<file path="src/design/setl_pkg.sv">
`timescale 1ns / 1ps
// ----------------------------------------------------------------------------
// setl_pkg: shared types and constants for the sorted expiry timer list
// Operation and status codes, FSM states and the controller/datapath links.
// ----------------------------------------------------------------------------
package setl_pkg;

    localparam int DEF_TIMERS    = 64;
    localparam int DEF_TIME_BITS = 32;
    localparam int ID_W          = 6;
    localparam int ID_SPACE      = 64;
    localparam int IN_TIME_W     = 32;

    typedef enum logic [1:0] {
        OP_ADD    = 2'd0,
        OP_ADJUST = 2'd1,
        OP_DELETE = 2'd2,
        OP_TICK   = 2'd3
    } t_op;

    typedef enum logic [1:0] {
        ST_OK     = 2'd0,
        ST_ABSENT = 2'd1,
        ST_REJECT = 2'd2
    } t_status;

    typedef enum logic [1:0] {
        S_IDLE,
        S_EXEC,
        S_INSERT
    } t_state;

    typedef struct packed {
        logic load;        // capture the incoming item
        logic insert;      // sorted insert of the held id and expiry
        logic remove;      // take the held id out of the order
        logic pop;         // take the head entry out of the order
        logic set_present;
        logic clr_present;
    } t_dp_cmd;

    typedef struct packed {
        t_op             op;
        logic            present;
        logic            full;
        logic            head_due;
        logic            next_due;
        logic [ID_W-1:0] head_id;
    } t_dp_stat;

endpackage

</file>
<file path="src/design/setl_ctrl.sv">
`timescale 1ns / 1ps
// ----------------------------------------------------------------------------
// setl_ctrl: operation sequencer and result register
// Decodes the captured operation, issues datapath commands and holds one
// result item until the downstream side takes it.
// ----------------------------------------------------------------------------
module setl_ctrl (
    input  logic                      i_clk,
    input  logic                      i_rst_n,
    input  logic                      i_in_valid,
    output logic                      o_in_ready,
    output logic                      o_out_valid,
    input  logic                      i_out_ready,
    output logic [1:0]                o_status,
    output logic                      o_exp_valid,
    output logic [setl_pkg::ID_W-1:0] o_exp_id,
    output logic                      o_last,
    output setl_pkg::t_dp_cmd         o_cmd,
    input  setl_pkg::t_dp_stat        i_stat
);
    setl_pkg::t_state r_state, n_state;

    logic                      r_out_valid;
    setl_pkg::t_status         r_status, w_status;
    logic                      r_exp_valid, w_exp_valid;
    logic [setl_pkg::ID_W-1:0] r_exp_id, w_exp_id;
    logic                      r_last, w_last;
    logic                      w_emit;
    logic                      w_free;

    assign w_free = !r_out_valid || i_out_ready;

    always_comb begin
        n_state = r_state;
        unique case (r_state)
            setl_pkg::S_IDLE: begin
                if (i_in_valid) n_state = setl_pkg::S_EXEC;
            end
            setl_pkg::S_EXEC: begin
                if (w_free) begin
                    unique case (i_stat.op)
                        setl_pkg::OP_ADJUST: begin
                            n_state = i_stat.present ? setl_pkg::S_INSERT : setl_pkg::S_IDLE;
                        end
                        setl_pkg::OP_TICK: begin
                            if (!(i_stat.head_due && i_stat.next_due)) begin
                                n_state = setl_pkg::S_IDLE;
                            end
                        end
                        default: n_state = setl_pkg::S_IDLE;
                    endcase
                end
            end
            setl_pkg::S_INSERT: begin
                if (w_free) n_state = setl_pkg::S_IDLE;
            end
            default: n_state = setl_pkg::S_IDLE;
        endcase
    end

    always_comb begin
        o_cmd       = '0;
        o_in_ready  = 1'b0;
        w_emit      = 1'b0;
        w_status    = setl_pkg::ST_OK;
        w_exp_valid = 1'b0;
        w_exp_id    = '0;
        w_last      = 1'b1;
        unique case (r_state)
            setl_pkg::S_IDLE: begin
                o_in_ready = 1'b1;
                o_cmd.load = i_in_valid;
            end
            setl_pkg::S_EXEC: begin
                if (w_free) begin
                    unique case (i_stat.op)
                        setl_pkg::OP_ADD: begin
                            w_emit = 1'b1;
                            if (i_stat.present || i_stat.full) begin
                                w_status = setl_pkg::ST_REJECT;
                            end else begin
                                o_cmd.insert      = 1'b1;
                                o_cmd.set_present = 1'b1;
                            end
                        end
                        setl_pkg::OP_ADJUST: begin
                            if (!i_stat.present) begin
                                w_emit   = 1'b1;
                                w_status = setl_pkg::ST_ABSENT;
                            end else begin
                                o_cmd.remove = 1'b1;
                            end
                        end
                        setl_pkg::OP_DELETE: begin
                            w_emit = 1'b1;
                            if (!i_stat.present) begin
                                w_status = setl_pkg::ST_ABSENT;
                            end else begin
                                o_cmd.remove      = 1'b1;
                                o_cmd.clr_present = 1'b1;
                            end
                        end
                        setl_pkg::OP_TICK: begin
                            w_emit = 1'b1;
                            if (i_stat.head_due) begin
                                o_cmd.pop         = 1'b1;
                                o_cmd.clr_present = 1'b1;
                                w_exp_valid       = 1'b1;
                                w_exp_id          = i_stat.head_id;
                                w_last            = !i_stat.next_due;
                            end
                        end
                        default: ;
                    endcase
                end
            end
            setl_pkg::S_INSERT: begin
                if (w_free) begin
                    o_cmd.insert = 1'b1;
                    w_emit       = 1'b1;
                end
            end
            default: ;
        endcase
    end

    always_ff @(posedge i_clk) begin
        if (!i_rst_n) begin
            r_state     <= setl_pkg::S_IDLE;
            r_out_valid <= 1'b0;
        end else begin
            r_state <= n_state;
            if (w_emit) begin
                r_out_valid <= 1'b1;
            end else if (i_out_ready) begin
                r_out_valid <= 1'b0;
            end
        end
    end

    always_ff @(posedge i_clk) begin
        if (w_emit) begin
            r_status    <= w_status;
            r_exp_valid <= w_exp_valid;
            r_exp_id    <= w_exp_id;
            r_last      <= w_last;
        end
    end

    assign o_out_valid = r_out_valid;
    assign o_status    = r_status;
    assign o_exp_valid = r_exp_valid;
    assign o_exp_id    = r_exp_id;
    assign o_last      = r_last;

endmodule

</file>
<file path="config.mk">
export PLATFORM = sky130hd
export DESIGN_NAME = setl_ctrl
export DESIGN_NICKNAME = d
export VERILOG_FILES = /design/src/design/setl_pkg.sv /design/src/design/setl_ctrl.sv
export SDC_FILE = /design/constraint.sdc
export NUM_CORES = 1
export LEC_CHECK = 0
export BUFFER_PORTS_ARGS = -buffer_cell sky130_fd_sc_hd__buf_2
export CAP_MARGIN = 0
export CORE_MARGIN = 3
export CORE_UTILIZATION = 50
export CTS_BUF_LIST = sky130_fd_sc_hd__clkbuf_8
export DETAILED_ROUTE_END_ITERATION = 8
export PLACE_DENSITY = 0.85
export SYNTH_ARGS = -nofsm -noshare
export SYNTH_HDL_FRONTEND = slang
export SYNTH_SLANG_ARGS = --single-unit
</file>
<file path="constraint.sdc">
create_clock -name i_clk -period 3.1 [get_ports i_clk]
set_input_delay 0.31 -clock i_clk [delete_from_list [all_inputs] [get_ports i_clk]]
set_output_delay 0.31 -clock i_clk [all_outputs]
set_load 0.01 [all_outputs]
</file>
## Yosys cells after proc, flatten, opt, wreduce, memory -nomap -nowiden

Cells that the tools add are included.

| word-level totals | value |
|---|---|
| word-level logic and storage cells | 57 |
| input bits | 16 |
| output and inout port bits | 18 |
| flip-flop bits (word level) | 13 |

| cells by class | value |
|---|---|
| equal/unequal tests | 9 |
| reduce and logical (&&, ||, !) cells | 13 |
| muxes and demuxes | 29 |

Operators with widths:

| cell | number |
|---|---|
| $mux 1 | 14 |
| $mux 2 | 6 |
| $pmux 1 s2 | 4 |
| $pmux 2 s2 | 2 |
| $reduce_and 4->1 | 2 |
| $eq 2x2->1 const B | 3 |
| $ne 2x2->1 const B | 3 |
| $pmux 2 s3 | 1 |
| $mux 5 | 1 |
| $eq 2x1->1 const B | 2 |
| $logic_not 2->1 | 2 |
| $mux 4 | 1 |
| $ne 3x3->1 const B | 1 |
| $reduce_or 3->1 | 1 |
| $logic_not 1->1 | 2 |
| $logic_or 1x1->1 | 2 |
| $reduce_and 2->1 | 1 |
| $reduce_bool 2->1 | 1 |
| $reduce_or 2->1 | 1 |
| $logic_and 1x1->1 | 1 |

## Longest topological paths before layout

| logic depth | value |
|---|---|
| depth after elaboration | 6 |
| mapped depth | 6 |

## Least setup slack after synthesis

Ideal clock, no wire load.

| timing path | value |
|---|---|
| kind | reg2reg |
| start | register r_state[1] |
| end | register r_exp_id (netlist bit o_exp_id[0]) (enable) |
| setup slack | 1.304 ns |
| arrival | 1.418 ns |
| setup time | 0.377 ns |
| cell stages (with the launch flop) | 7 |
| period minus slack after synthesis | 1.796 ns |
| data required time | 2.723 ns |
| path buffers | 1 |
| cells stage by stage | dfxtp_1 > inv_1 > ha_1 > buf_2 > a21boi_0 > o21ai_0 > nor2b_1 |

| on the way | value |
|---|---|
| longest elaborated chain between the ends | 2 |

RTL lines:

| item | line | RTL |
|---|---|---|
| from (decl) | setl_ctrl.sv:21 | `setl_pkg::t_state r_state, n_state;` |
| from (signal assigned) | setl_ctrl.sv:129 | `r_state <= setl_pkg::S_IDLE;` |
| from (signal assigned) | setl_ctrl.sv:132 | `r_state <= n_state;` |
| $eq 2x2->1 or $eq 2x1->1 (tied branches) | setl_ctrl.sv:69 | `unique case (r_state)` |
| $pmux 1 s2 * | setl_ctrl.sv:69 |  |
| net w_emit | setl_ctrl.sv:28 | `logic w_emit;` |
| to (signal assigned) | setl_ctrl.sv:145 | `r_exp_id <= w_exp_id;` |
| to (decl) | setl_ctrl.sv:26 | `logic [setl_pkg::ID_W-1:0] r_exp_id, w_exp_id;` |

Mark *: on every way through the listed nets, which the timed path passes. The rest lies on a longest branch.
A chain may end at the register's enable or synchronous reset.

## Worst setup path after layout

| timing path | value |
|---|---|
| start | register r_state[1] |
| end | register r_exp_valid, in the netlist o_exp_valid (enable) |

| on the way | value |
|---|---|
| longest elaborated chain between the ends | 2 |

RTL lines:

| item | line | RTL |
|---|---|---|
| $eq 2x2->1 or $eq 2x1->1 (tied branches) | setl_ctrl.sv:69 |  |
| $pmux 1 s2 * | setl_ctrl.sv:69 |  |
| net w_emit | setl_ctrl.sv:28 |  |
| to (signal assigned) | setl_ctrl.sv:144 | `r_exp_valid <= w_exp_valid;` |
| to (decl) | setl_ctrl.sv:25 | `logic r_exp_valid, w_exp_valid;` |

Marked as above.

==> impl_metrics.json <==
{
  "grt.total_usage": 0.178,
  "clkSlewWorstSetupHoldPaths_ps": 50,
  "numCtsBuffers": 3,
  "grt_pass1_wl_um": 2530,
  "drcViolationCount": 0,
  "placed_cell_area_um2": 885,
  "rsz0062_at_grt": "false",
  "drtIter0Drc": 24,
  "synth_top_area_share": 0.412,
  "antenna_found_initial": 0,
  "yosys_warnings": 0,
  "slew_headroom": 0.437,
  "htreeDepth": 1,
  "port_buffers": 33,
  "cts_hold_buf": 0,
  "timing.rr.end": "o_exp_valid",
  "swShare": 0.258,
  "postSynthAreaPerCell_um2": 11.4,
  "crit-reg2reg-launch": "r_state[1]",
  "mostFrequentLayoutCells": "buf_2 (33), edfxtp_1 (10), inv_1 (8), ha_1 (7)",
  "gp_congestion": 0.839,
  "grt_remaining_overflow": 0,
  "wl_um": 1590,
  "p_comb_frac": 0.205,
  "cp_max_fo": 10,
  "cts_tree": "done",
  "r2r_cells": 5,
  "dieHeight_um": 44.2,
  "cts.sinks": 13,
  "insertion_delay_ps": 240,
  "row_count": 13,
  "cp.required_ps": 2960,
  "postRouteAntennaNets": 0,
  "final_util": 0.697,
  "nets": 122,
  "crit_path_end": "o_exp_valid",
  "stdcell_area_um2": 930,
  "end_kind": "flop",
  "power_density_nw_per_um2": 475,
  "wl_per_cell_um": 14.1,
  "syn_inst": 64,
  "critPathLaunchType": "flop",
  "slew_viol_final": 0,
  "synthToLayoutAreaGrowth_pct": 27.7,
  "path_class": "reg2reg",
  "fillers": 108,
  "synth.area.top_cells": "edfxtp_1 (41%), ha_1 (12%), dfxtp_1 (8.2%)",
  "cts.path.max_buffers": 2,
  "drive_above_1_share": 0.449,
  "synth.distinct_cells": 22,
  "die_w_um": 44.2,
  "ir_drop_mv": 0.286,
  "finalSetupViolCount": 0,
  "pwr-share-seq": 0.469,
  "clock.fmax_ghz": 0.471,
  "period_share": 0.685,
  "synth_top_area_cell": "edfxtp_1",
  "final_common_cell": "buf_2",
  "cts_root_buffer": "clkbuf_8",
  "p_int_w": 0.000328,
  "finalSetupTns_ps": 0,
  "skew_ps": 0.949,
  "period_minus_slack_ps": 2120,
  "dieArea_um2": 1950,
  "first_pass_iters": 4,
  "ys_seq_area_frac": 0.495,
  "grt_pass1_vias": 604,
  "synth_seq_cells": 13,
  "p_switching_w": 0.000114,
  "status": "completed",
  "num_vias": 602,
  "grt_start_max_net_pins": 11,
  "tightest_slew_ps": 842,
  "synth_fp_nets": 87,
  "r2r_setup_slack_ps": 980,
  "antenna_cells": 0,
  "hold_viol": 0,
  "io_pins": 34,
  "pwr-share-clk": 0.326,
  "leakagePower_nw": 0.456,
  "critPathLaunch": "r_state[1]",
  "via_per_inst": 5.33,
  "cts.repair.resized": 0,
  "syn_area_um2": 728,
  "post_cts_buffers": 0,
  "arrival_ps": 1990,
  "max_cap_viol_count": 0,
  "initial_core_util": 0.546,
  "coreArea_um2": 1330,
  "hp-class": "in2reg"
}
critical path, stage by stage, from the launching register on:
cell and delay [ps]:
dfxtp_1 320, inv_1 80, ha_1 350, a21boi_0 210, o21ai_0 110, nor2b_1 670
layout make-up:
| type | instances | area [µm²] | area share |
|---|---|---|---|
| multi-input combinational | 41 | 314 | 0.338 |
| clock inverter | 1 | 3.75 | 0.00404 |
| clock buffer | 3 | 41.3 | 0.0444 |
| timing repair buffer | 33 | 165 | 0.178 |
| tap | 15 | 18.8 | 0.0202 |
| inverter | 7 | 26.3 | 0.0283 |
| sequential | 13 | 360 | 0.388 |
cell usage after synthesis, drive strengths merged:
cell type and number:
a21boi 3, a41o 1, and2 7, and4 2, buf 3, dfxtp 3, edfxtp 10, ha 7
inv 7, mux2i 2, nand2 5, nand2b 1, nand3 2, nand4 3, nor2 4, nor2b 1
nor3 1, o21ai 1, o221a 1
power by group through the flow:
stage | clock network, W | registers (W) | logic (W)
global route | 0.000157 | 0.000208 | 0.0000991
floorplan | 0 | 0.000216 | 0.0000488
global placement | 0 | 0.000210 | 0.0000847
detailed placement | 0 | 0.000211 | 0.0000871
finish | 0.000144 | 0.000207 | 0.0000905
CTS | 0.000146 | 0.000207 | 0.0000896
per-stage QoR:
stage	setup slack, ps	hold slack [ps]	cells	total power (W)
4_1_cts	1000	335	113	0.000443
3_5_place_dp	1030	477	109	0.000298
5_1_grt	828	333	113	0.000464
6_report	977	342	113	0.000442
2_1_floorplan	1300	447	64	0.000265
3_3_place_gp	1140	465	109	0.000294
cell families after synthesis:
family,after synthesis,synth area share
simple gates,26,0.216
buf+inv,10,0.0739
mux,2,0.0275
flops,13,0.495
fa+ha+maj,7,0.120
compound gates,6,0.0670
worst min path at each step:
stage / depth (start not counted) / slack (ps) / to / start
final: 2 / 340 / o_last / i_stat[6]
after global routing: 2 / 330 / o_last / i_stat[6]
after CTS: 2 / 330 / o_last / i_stat[6]
after detailed placement: 2 / 480 / r_state[0] / r_state[0]
after global placement: 2 / 460 / r_state[1] / r_state[1]
after floorplan: 1 / 450 / o_last / i_stat[6]
per-layer routing:
metal	part of all wire	track usage	up-vias
li1	-	-	289
met5	0	0	-
met2	0.55	0.340	33
met4	0	0.0904	0
met1	0.37	0.189	280
met3	0.077	0.0163	0
sequential cells by signal (all words and copies together), names as in the netlist:
name,flops
o_last,1
o_exp_valid,1
o_out_valid,1
o_exp_id,6
r_state,2
o_status,2
Note: power is estimated with default switching activity, not from simulation.
